### src/rtl/core/sha256_pkg.sv
// Package: SHA-256 item types, constants and round functions.
package sha256_pkg;

	typedef struct packed {
		logic [7:0] data_byte;
		logic       byte_present;
		logic       end_of_message;
	} in_item_t;

	typedef struct packed {
		logic [31:0] digest_word;
		logic [2:0]  word_index;
		logic        last_word;
	} out_item_t;

	// Round constants.
	localparam logic [31:0] ROUND_K [64] = '{
		32'h428a2f98, 32'h71374491, 32'hb5c0fbcf, 32'he9b5dba5,
		32'h3956c25b, 32'h59f111f1, 32'h923f82a4, 32'hab1c5ed5,
		32'hd807aa98, 32'h12835b01, 32'h243185be, 32'h550c7dc3,
		32'h72be5d74, 32'h80deb1fe, 32'h9bdc06a7, 32'hc19bf174,
		32'he49b69c1, 32'hefbe4786, 32'h0fc19dc6, 32'h240ca1cc,
		32'h2de92c6f, 32'h4a7484aa, 32'h5cb0a9dc, 32'h76f988da,
		32'h983e5152, 32'ha831c66d, 32'hb00327c8, 32'hbf597fc7,
		32'hc6e00bf3, 32'hd5a79147, 32'h06ca6351, 32'h14292967,
		32'h27b70a85, 32'h2e1b2138, 32'h4d2c6dfc, 32'h53380d13,
		32'h650a7354, 32'h766a0abb, 32'h81c2c92e, 32'h92722c85,
		32'ha2bfe8a1, 32'ha81a664b, 32'hc24b8b70, 32'hc76c51a3,
		32'hd192e819, 32'hd6990624, 32'hf40e3585, 32'h106aa070,
		32'h19a4c116, 32'h1e376c08, 32'h2748774c, 32'h34b0bcb5,
		32'h391c0cb3, 32'h4ed8aa4a, 32'h5b9cca4f, 32'h682e6ff3,
		32'h748f82ee, 32'h78a5636f, 32'h84c87814, 32'h8cc70208,
		32'h90befffa, 32'ha4506ceb, 32'hbef9a3f7, 32'hc67178f2
	};

	localparam logic [31:0] INIT_H [8] = '{
		32'h6a09e667, 32'hbb67ae85, 32'h3c6ef372, 32'ha54ff53a,
		32'h510e527f, 32'h9b05688c, 32'h1f83d9ab, 32'h5be0cd19
	};

	localparam logic [7:0] PAD_BYTE  = 8'h80;
	localparam logic [5:0] LEN_START = 6'd56;

	function automatic logic [31:0] ror(input logic [31:0] x, input int n);
		ror = (x >> n) | (x << (32 - n));
	endfunction

	// Round control from the sequencer to the round unit.
	typedef struct packed {
		logic       load;   // copy hash words into working words
		logic       round;  // run one round
		logic       fold;   // add working words into hash words
		logic       init;   // return hash words to initial values
		logic [5:0] t;      // round number
	} rnd_ctl_t;

endpackage

### src/rtl/core/sha256_round.sv
// Shared round unit: schedule window, working words and hash words.
module sha256_compress_core (
	input  logic                  clk,
	input  logic                  arst_n,
	input  sha256_pkg::rnd_ctl_t  ctl,
	input  logic [31:0]           msg_word,
	input  logic [2:0]            rd_index,
	output logic [31:0]           rd_word
);
	import sha256_pkg::*;

	logic [31:0] w_q [16];
	logic [31:0] v_q [8];
	logic [31:0] h_q [8];
	logic [31:0] w15, w2, w7, w16, g0, g1, wt, s0, s1, ch, maj, t1, t2;

	// Schedule and round arithmetic.
	always_comb begin
		w16 = w_q[0];
		w15 = w_q[1];
		w7  = w_q[9];
		w2  = w_q[14];
		g0 = ror(w15, 7) ^ ror(w15, 18) ^ (w15 >> 3);
		g1 = ror(w2, 17) ^ ror(w2, 19) ^ (w2 >> 10);
		wt = (ctl.t < 6'd16) ? msg_word : (w16 + g0 + w7 + g1);
		s1 = ror(v_q[4], 6) ^ ror(v_q[4], 11) ^ ror(v_q[4], 25);
		ch = (v_q[4] & v_q[5]) ^ (~v_q[4] & v_q[6]);
		t1 = v_q[7] + s1 + ch + ROUND_K[ctl.t] + wt;
		s0 = ror(v_q[0], 2) ^ ror(v_q[0], 13) ^ ror(v_q[0], 22);
		maj = (v_q[0] & v_q[1]) ^ (v_q[0] & v_q[2]) ^ (v_q[1] & v_q[2]);
		t2 = s0 + maj;
	end

	assign rd_word = h_q[rd_index];

	// Schedule window shifts one word per round; working words hold no reset.
	always_ff @(posedge clk) begin
		if (ctl.load) begin
			for (int i = 0; i < 8; i++) v_q[i] <= h_q[i];
		end else if (ctl.round) begin
			for (int i = 0; i < 15; i++) w_q[i] <= w_q[i+1];
			w_q[15] <= wt;
			v_q[7] <= v_q[6]; v_q[6] <= v_q[5]; v_q[5] <= v_q[4];
			v_q[4] <= v_q[3] + t1;
			v_q[3] <= v_q[2]; v_q[2] <= v_q[1]; v_q[1] <= v_q[0];
			v_q[0] <= t1 + t2;
		end
	end

	// Hash words.
	always_ff @(posedge clk or negedge arst_n) begin
		if (!arst_n) begin
			for (int i = 0; i < 8; i++) h_q[i] <= INIT_H[i];
		end else if (ctl.init) begin
			for (int i = 0; i < 8; i++) h_q[i] <= INIT_H[i];
		end else if (ctl.fold) begin
			for (int i = 0; i < 8; i++) h_q[i] <= h_q[i] + v_q[i];
		end
	end
endmodule

### src/rtl/core/sha256_message_hasher.sv
// Top level: SHA-256 hasher fed one byte per item.
// Usage:
//   Input channel (in_valid/in_stall/in_item): one item per message byte;
//   byte_present marks a byte, end_of_message closes the message. An end
//   item without a byte hashes the pending bytes (the empty message if
//   none); an item with neither bit does nothing.
//   Output channel (out_valid/out_stall/out_item): after an end item eight
//   items H0..H7 follow in order, last_word set on H7.
// Timing:
//   A byte that does not fill a block is stored. The byte that fills a
//   block starts a compression: one load, 64 rounds of the shared round
//   unit, one fold. An end item runs one or two padded blocks (two when 56
//   or more bytes are pending), then the eight words go out at one per
//   cycle while out_stall is low. The sequencer holds in_stall high while
//   it pads, compresses or emits; a stalled output item holds steady.
// Reset:
//   arst_n loads the initial hash values and clears the length count and
//   the sequencer; there is no clearing pass.
module sha256_message_hasher (
	input  logic                   clk,
	input  logic                   arst_n,
	input  logic                   in_valid,
	output logic                   in_stall,
	input  sha256_pkg::in_item_t   in_item,
	output logic                   out_valid,
	input  logic                   out_stall,
	output sha256_pkg::out_item_t  out_item
);
	import sha256_pkg::*;

	typedef enum logic [2:0] {
		ST_IDLE, ST_PAD, ST_LOAD, ST_ROUND, ST_FOLD, ST_EMIT
	} state_t;

	state_t      state_q;
	logic [60:0] len_q;
	logic [31:0] buf_q [16];
	logic [5:0]  t_q;
	logic [5:0]  pad_i_q;
	logic        final_q;    // compressing the padded blocks
	logic        second_q;   // another padded block follows
	logic [2:0]  idx_q;
	rnd_ctl_t    ctl;
	logic [31:0] msg_word, rd_word;
	logic        acc;
	logic [63:0] bits;
	logic [4:0]  len_lsb;    // byte lane of the next message byte
	logic [4:0]  pad_lsb;    // byte lane of the padding byte
	logic [5:0]  bits_lsb;   // length byte for the current padding slot

	assign in_stall = (state_q != ST_IDLE);
	assign acc      = in_valid && !in_stall;
	assign bits     = {len_q, 3'b000};
	assign msg_word = buf_q[t_q[3:0]];
	assign len_lsb  = {~len_q[1:0], 3'b000};
	assign pad_lsb  = {~pad_i_q[1:0], 3'b000};
	assign bits_lsb = {~pad_i_q[2:0], 3'b000};

	always_comb begin
		ctl       = '0;
		ctl.t     = t_q;
		ctl.load  = (state_q == ST_LOAD);
		ctl.round = (state_q == ST_ROUND);
		ctl.fold  = (state_q == ST_FOLD);
		ctl.init  = (state_q == ST_EMIT) && !out_stall && (idx_q == 3'd7);
	end

	sha256_compress_core u_round (
		.clk      (clk),
		.arst_n   (arst_n),
		.ctl      (ctl),
		.msg_word (msg_word),
		.rd_index (idx_q),
		.rd_word  (rd_word)
	);

	assign out_valid            = (state_q == ST_EMIT);
	assign out_item.digest_word = rd_word;
	assign out_item.word_index  = idx_q;
	assign out_item.last_word   = (idx_q == 3'd7);

	// Block buffer as big-endian words: bytes, then one padding byte per cycle.
	always_ff @(posedge clk) begin
		if (acc && in_item.byte_present) begin
			buf_q[len_q[5:2]][len_lsb +: 8] <= in_item.data_byte;
		end else if (state_q == ST_PAD) begin
			if (pad_i_q >= LEN_START && !second_q)
				buf_q[pad_i_q[5:2]][pad_lsb +: 8] <= bits[bits_lsb +: 8];
			else if (pad_i_q == len_q[5:0] && !final_q)
				buf_q[pad_i_q[5:2]][pad_lsb +: 8] <= PAD_BYTE;
			else
				buf_q[pad_i_q[5:2]][pad_lsb +: 8] <= 8'h00;
		end
	end

	// Sequencer.
	always_ff @(posedge clk or negedge arst_n) begin
		if (!arst_n) begin
			state_q  <= ST_IDLE;
			len_q    <= '0;
			t_q      <= '0;
			pad_i_q  <= '0;
			final_q  <= 1'b0;
			second_q <= 1'b0;
			idx_q    <= '0;
		end else begin
			unique case (state_q)
				ST_IDLE: begin
					if (acc) begin
						logic [60:0] nl;
						nl = in_item.byte_present ? len_q + 61'd1 : len_q;
						len_q <= nl;
						final_q <= 1'b0;
						if (in_item.byte_present && nl[5:0] == 6'd0) begin
							second_q <= in_item.end_of_message;
							state_q <= ST_LOAD;
						end else if (in_item.end_of_message) begin
							pad_i_q  <= nl[5:0];
							second_q <= (nl[5:0] >= LEN_START);
							state_q  <= ST_PAD;
						end
					end
				end
				ST_PAD: begin
					// final_q marks that the 0x80 is already placed
					pad_i_q <= pad_i_q + 6'd1;
					if (pad_i_q == 6'd63) begin
						state_q <= ST_LOAD;
					end
				end
				ST_LOAD: begin
					t_q <= '0;
					state_q <= ST_ROUND;
				end
				ST_ROUND: begin
					t_q <= t_q + 6'd1;
					if (t_q == 6'd63) state_q <= ST_FOLD;
				end
				ST_FOLD: begin
					// after a full data block, pending end item pads now
					if (!final_q && second_q) begin
						second_q <= 1'b0;
						final_q  <= 1'b0;
						pad_i_q  <= 6'd0;
						state_q  <= ST_PAD;
					end else if (final_q && second_q) begin
						second_q <= 1'b0;
						pad_i_q  <= 6'd0;
						state_q  <= ST_PAD;
					end else if (final_q) begin
						idx_q   <= '0;
						state_q <= ST_EMIT;
					end else begin
						state_q <= ST_IDLE;
					end
				end
				ST_EMIT: begin
					if (!out_stall) begin
						idx_q <= idx_q + 3'd1;
						if (idx_q == 3'd7) begin
							len_q   <= '0;
							state_q <= ST_IDLE;
						end
					end
				end
				default: state_q <= ST_IDLE;
			endcase
			// padding pass always ends in a padded compression
			if (state_q == ST_PAD && pad_i_q == 6'd63) final_q <= 1'b1;
		end
	end
endmodule

### config.mk
export PLATFORM = sky130hd
export DESIGN_NAME = sha256_message_hasher
export DESIGN_NICKNAME = d
export VERILOG_FILES = /design/src/rtl/core/sha256_pkg.sv /design/src/rtl/core/sha256_round.sv /design/src/rtl/core/sha256_message_hasher.sv
export SDC_FILE = /design/constraint.sdc
export NUM_CORES = 2
export LEC_CHECK = 0
export ABC_CLOCK_PERIOD_IN_PS = 26400
export BUFFER_PORTS_ARGS = -buffer_cell sky130_fd_sc_hd__buf_2
export CAP_MARGIN = 20
export CORE_ASPECT_RATIO = 2
export CORE_MARGIN = 1.5
export CORE_UTILIZATION = 50
export DETAILED_ROUTE_END_ITERATION = 6
export HOLD_SLACK_MARGIN = 0.08
export PLACE_DENSITY_LB_ADDON = 0.12
export SYNTH_ARGS = -nofsm -noshare
export SYNTH_HDL_FRONTEND = slang
export SYNTH_SLANG_ARGS = --single-unit
### constraint.sdc
create_clock -name clk -period 26.4 [get_ports clk]
set_clock_uncertainty 0.1 [all_clocks]
set_input_delay 6.6 -clock clk [delete_from_list [all_inputs] [get_ports clk]]
set_output_delay 6.6 -clock clk [all_outputs]
set_load 0.03 [all_outputs]
==> PnR_summary.wiki <==
{| class="wikitable"
! Metric !! Value
|-
| Outcome || finished, final reports clean
|-
| Number of gates given a new drive strength after cts || 0
|-
| Worst-Skew Late Latency || 870 ps
|-
| Area fraction in compound gates after synthesis || 11.5%
|-
| Number of core rows || 220
|-
| Largest family of logic cells by synthesized area || compound AO/OA/AOI/OAI gates
|-
| Number of hold-slack violations in the final timing report || 0
|-
| Layer with the highest usage after global routing || met2
|-
| Met3 capacity usage during global routing || 3.60%
|-
| Number of global-route vias before repair || 61943
|-
| Vias || 61589
|-
| Layout overhead on the synthesized area || 8.65%
|-
| Buffers inserted during post-CTS setup optimization || 0
|-
| Critical path arrival || 11620 ps
|-
| Clock root buffer || sky130_fd_sc_hd__clkbuf_16
|-
| Die Outline Area || 183000 sq um
|-
| Floorplan core area || 179000 sq um
|-
| Synth warn || 0
|-
| Fmax || 89.2 MHz
|-
| Routability cong. || 0.993
|-
| Combined global-route utilization of all metal layers || 31.4%
|-
| Area share of the largest cell type after synthesis || 42.5%
|-
| Slew Viols, Final || 0
|-
| Die height || 604 microns
|-
| Initial antenna violation count || 4
|-
| Combined area of all synthesized cells || 90400 sq um
|-
| TritonCTS clock tree || yes
|-
| Data required time at the worst endpoint || 26810 ps
|-
| Kind of capture point of the worst setup path || register
|-
| Mux cell area share after synthesis || 7.10%
|-
| IO buf count || 51
|-
| Placed wire-length estimate after detailed placement || 212 mm
|-
| Number of violations of the max-capacitance limit || 0
|-
| Largest fanout on the critical path || 48
|-
| Global-route wire length before repair || 421 mm
|-
| Final global-route overflow total || 0
|-
| Clock Sinks || 1617
|-
| Layout cell share with drive strength beyond 1 || 11.5%
|-
| Die outline width || 304 microns
|-
| Number of enable-type register cells in the synthesized netlist || 1280
|-
| DR iter-0 viols || 5484
|-
| Worst supply voltage drop on vdd || 73.6 uV
|-
| Met1 usage || 35.7%
|-
| Min Tclk post-route || 11210 ps
|-
| Unrepaired setup endpoints after global routing || no
|-
| Starting density of the core || 50.4%
|-
| Peak per-stage delay on the critical path || 780 ps
|-
| Cells after Synth || 7685
|-
| Depth of the CTS H-tree || 4
|-
| Type of origin of the critical path || register
|-
| P_leak || 38.7 nW
|-
| Clk pin slew, worst setup/hold paths || 70 ps
|-
| Max Buffers Root-to-Sink || 4
|-
| Async SR Flop Fraction || 20.8%
|-
| Critical path class || register to register
|-
| Adder-cell share of the synthesized area || 10.1%
|-
| Met2 routing resource usage after global routing || 54.9%
|-
| Pin count of the biggest net entering global routing || 162
|-
| Final period utilization || 42.4%
|-
| Biggest area contributors in the synthesized netlist || sky130_fd_sc_hd__edfxtp_1 (43%), sky130_fd_sc_hd__mux4_2 (6.1%), sky130_fd_sc_hd__ha_1 (5.8%), sky130_fd_sc_hd__dfrtp_1 (5.6%), sky130_fd_sc_hd__fa_1 (4.3%)
|-
| Total length of routed wires || 288 mm
|-
| Ports || 52
|-
| Hold WC Path Type || register to register
|-
| Residual DRC || 0
|-
| Routed wire length per instance || 28.6 microns
|-
| Final #Nets || 8273
|-
| Total design power || 5.03 mW
|-
| Number of endpoints failing setup at the final stage || 0
|-
| Number of buffers added to fix hold violations after cts || 0
|-
| Post-synth top flop || sky130_fd_sc_hd__edfxtp_1
|-
| Number of buffers created by CTS || 158
|-
| Cell taking the most area after synthesis || sky130_fd_sc_hd__edfxtp_1
|-
| Syn Area/Cell || 11.8 sq um
|-
| Critical Path Most Common Cell || sky130_fd_sc_hd__fa_1
|-
| Sum Neg Setup Slack || 0 ps
|-
| Initial DRT Pass Iterations || 5
|-
| Number of filler instances in the final layout || 15299
|-
| Transition time of the tightest slew-check pin || 1180 ps
|-
| Synthesized-area fraction occupied by xor and xnor cells || 6.08%
|-
| Simple logic cell fraction of the synthesized area || 9.86%
|-
| Net Count, Synth || 8310
|-
| Antenna Nets Post-Route || 0
|-
| Sequential share of the synthesized area || 52.0%
|-
| Power density over cell area || 51.2 nW/um^2
|-
| Number of unique standard cell types used by synthesis || 91
|-
| Vias per Instance || 6.10
|-
| Post-synthesis register bit count || 1617
|-
| Slew margin rel. || 21.1%
|-
| Cell with the largest stage delay on the worst path || sky130_fd_sc_hd__buf_4
|}
==> kinds of logic (layout without fill, tap and decap cells) <==
family                     after synthesis  count (layout)
and+or+nand+nor                       2033            2033
AOI/OAI and AO/OA                     1667            1667
DFF                                   1617            1617
buffers and inverters                  791             873
xor gates and xnor gates               627             627
adders and majority gates              617             617
muxes                                  333             333
other                                    0               3
==> layout make-up <==
type                    instances  area [sq um]  share of cell area, %
diodes                          3          7.51                0.00764
flip-flops and latches       1617         47100                   47.9
multi-input cells            5277         40400                   41.2
repair buffers                163          1200                   1.22
clock inverters                82           778                  0.793
well taps                    2331          2920                   2.97
inverters                     431          1630                   1.66
clock buffers                 197          4180                   4.26
==> report_power, final <==
group	internal, mW	leakage (nW)	total (mW)	switching [mW]
clock	1.25	2.41	2.26	1.02
sequential	2.72	16.3	2.73	0.00271
combinational	0.00956	19.9	0.0390	0.0294
==> final timing paths <==
| path | start | end | slack (ps) | depth (start not counted) |
|---|---|---|---|---|
| max | t_q[0]$_DFFE_PN0P_ | u_round.v_q[0][28]$_DFFE_PP_ | 15190 | 36 |
| min | u_round.w_q[5][16]$_DFFE_PP_ | u_round.w_q[4][48]$_DFFE_PP_ | 300 | 0 |
| max reg2reg | t_q[0]$_DFFE_PN0P_ | u_round.v_q[0][28]$_DFFE_PP_ | 15190 | 36 |
| min reg2reg | u_round.w_q[5][16]$_DFFE_PP_ | u_round.w_q[4][48]$_DFFE_PP_ | 300 | 0 |
| max in group asynchronous | arst_n | t_q[2]$_DFFE_PN0P_ | 18260 | 3 |
| min in group asynchronous | arst_n | u_round.h_q[193]$_DFFE_PN0P_ | 5720 | 1 |
==> synth_stat cells (11+ instances only) <==
library cell	count
sky130_fd_sc_hd__a211o_1	11
sky130_fd_sc_hd__a31oi_1	54
sky130_fd_sc_hd__and3_1	35
sky130_fd_sc_hd__o21ai_0	489
sky130_fd_sc_hd__o311ai_0	11
sky130_fd_sc_hd__mux4_2	243
sky130_fd_sc_hd__nand2_1	1014
sky130_fd_sc_hd__a21o_1	203
sky130_fd_sc_hd__nand4_1	43
sky130_fd_sc_hd__a21boi_0	16
sky130_fd_sc_hd__o22ai_1	13
sky130_fd_sc_hd__mux2_2	37
sky130_fd_sc_hd__and2_1	22
sky130_fd_sc_hd__xnor2_1	370
sky130_fd_sc_hd__nor2b_1	43
sky130_fd_sc_hd__o31a_1	12
sky130_fd_sc_hd__a21oi_1	450
sky130_fd_sc_hd__xor2_1	257
sky130_fd_sc_hd__or2_2	34
sky130_fd_sc_hd__fa_1	195
sky130_fd_sc_hd__clkbuf_1	296
sky130_fd_sc_hd__dfrtp_1	201
sky130_fd_sc_hd__nand2b_1	59
sky130_fd_sc_hd__o21bai_1	56
sky130_fd_sc_hd__nand3b_1	12
sky130_fd_sc_hd__o31ai_1	43
sky130_fd_sc_hd__mux2i_1	53
sky130_fd_sc_hd__a2111oi_0	11
sky130_fd_sc_hd__dfstp_2	136
sky130_fd_sc_hd__o211ai_1	50
sky130_fd_sc_hd__a211oi_1	45
sky130_fd_sc_hd__edfxtp_1	1280
sky130_fd_sc_hd__o22a_1	12
sky130_fd_sc_hd__buf_1	60
sky130_fd_sc_hd__or3_1	26
sky130_fd_sc_hd__nor4_1	12
sky130_fd_sc_hd__nor2_1	428
sky130_fd_sc_hd__inv_1	427
sky130_fd_sc_hd__nor3_1	101
sky130_fd_sc_hd__nand3_1	163
sky130_fd_sc_hd__a22o_1	23
sky130_fd_sc_hd__ha_1	416
sky130_fd_sc_hd__o21a_1	54
==> critical path, delay by kind of cell, from the launching register on <==
| kind | cells | cell delay [ps] |
|---|---|---|
| AOI/OAI and AO/OA | 16 | 3660 |
| xor gates and xnor gates | 2 | 370 |
| buffers and inverters | 6 | 1700 |
| adders and majority gates | 8 | 3610 |
| and+or+nand+nor | 4 | 960 |
| DFF | 1 | 410 |
==> metal layers <==
| metal | vias up | part of all wire [%] |
|---|---|---|
| met5 | - | 0.0087 |
| met2 | 2037 | 51 |
| met3 | 742 | 4.2 |
| li1 | 27712 | - |
| met4 | 4 | 8.4 |
| met1 | 31094 | 36 |
==> sequential cells by signal, summed over array words and instances, names as in the netlist, 3 cells and up <==
signal and flops:
t_q 6, u_round.h_q 256, pad_i_q 6, state_q 3
idx_q 3, buf_q 512, u_round.v_q 256, u_round.w_q 512
len_q 61
==> placed cells by master, fill, tap and decap left out, types with 163 or more instances in the layout <==
cell | Yosys | routed
sky130_fd_sc_hd__dfrtp_1 | 201 | 192
sky130_fd_sc_hd__mux4_2 | 243 | 243
sky130_fd_sc_hd__fa_1 | 195 | 195
sky130_fd_sc_hd__xnor2_1 | 370 | 370
sky130_fd_sc_hd__a21oi_1 | 450 | 450
sky130_fd_sc_hd__nor2_1 | 428 | 425
sky130_fd_sc_hd__o21ai_0 | 489 | 484
sky130_fd_sc_hd__edfxtp_1 | 1280 | 1280
sky130_fd_sc_hd__ha_1 | 416 | 416
sky130_fd_sc_hd__xor2_1 | 257 | 257
sky130_fd_sc_hd__nand2_1 | 1014 | 1011
sky130_fd_sc_hd__a21o_1 | 203 | 203
sky130_fd_sc_hd__nand3_1 | 163 | 163
sky130_fd_sc_hd__inv_1 | 427 | 424
==> metrics by stage <==
step / area [sq um] / hold WS, ps / worst slack [ps] / std cells / utilization, %
floorplan: 90400 / 300 / 4570 / 7685 / -
global placement: 93100 / 300 / 15340 / 9811 / 51.9
detailed placement: 93100 / 305 / 15350 / 9812 / 51.9
CTS: 98100 / 303 / 15250 / 10091 / 54.6
global route: 98200 / 318 / 14560 / 10100 / 54.7
finish: 98200 / 302 / 15190 / 10101 / 54.7
No activity file was read; power rests on OpenSTA's default activity.
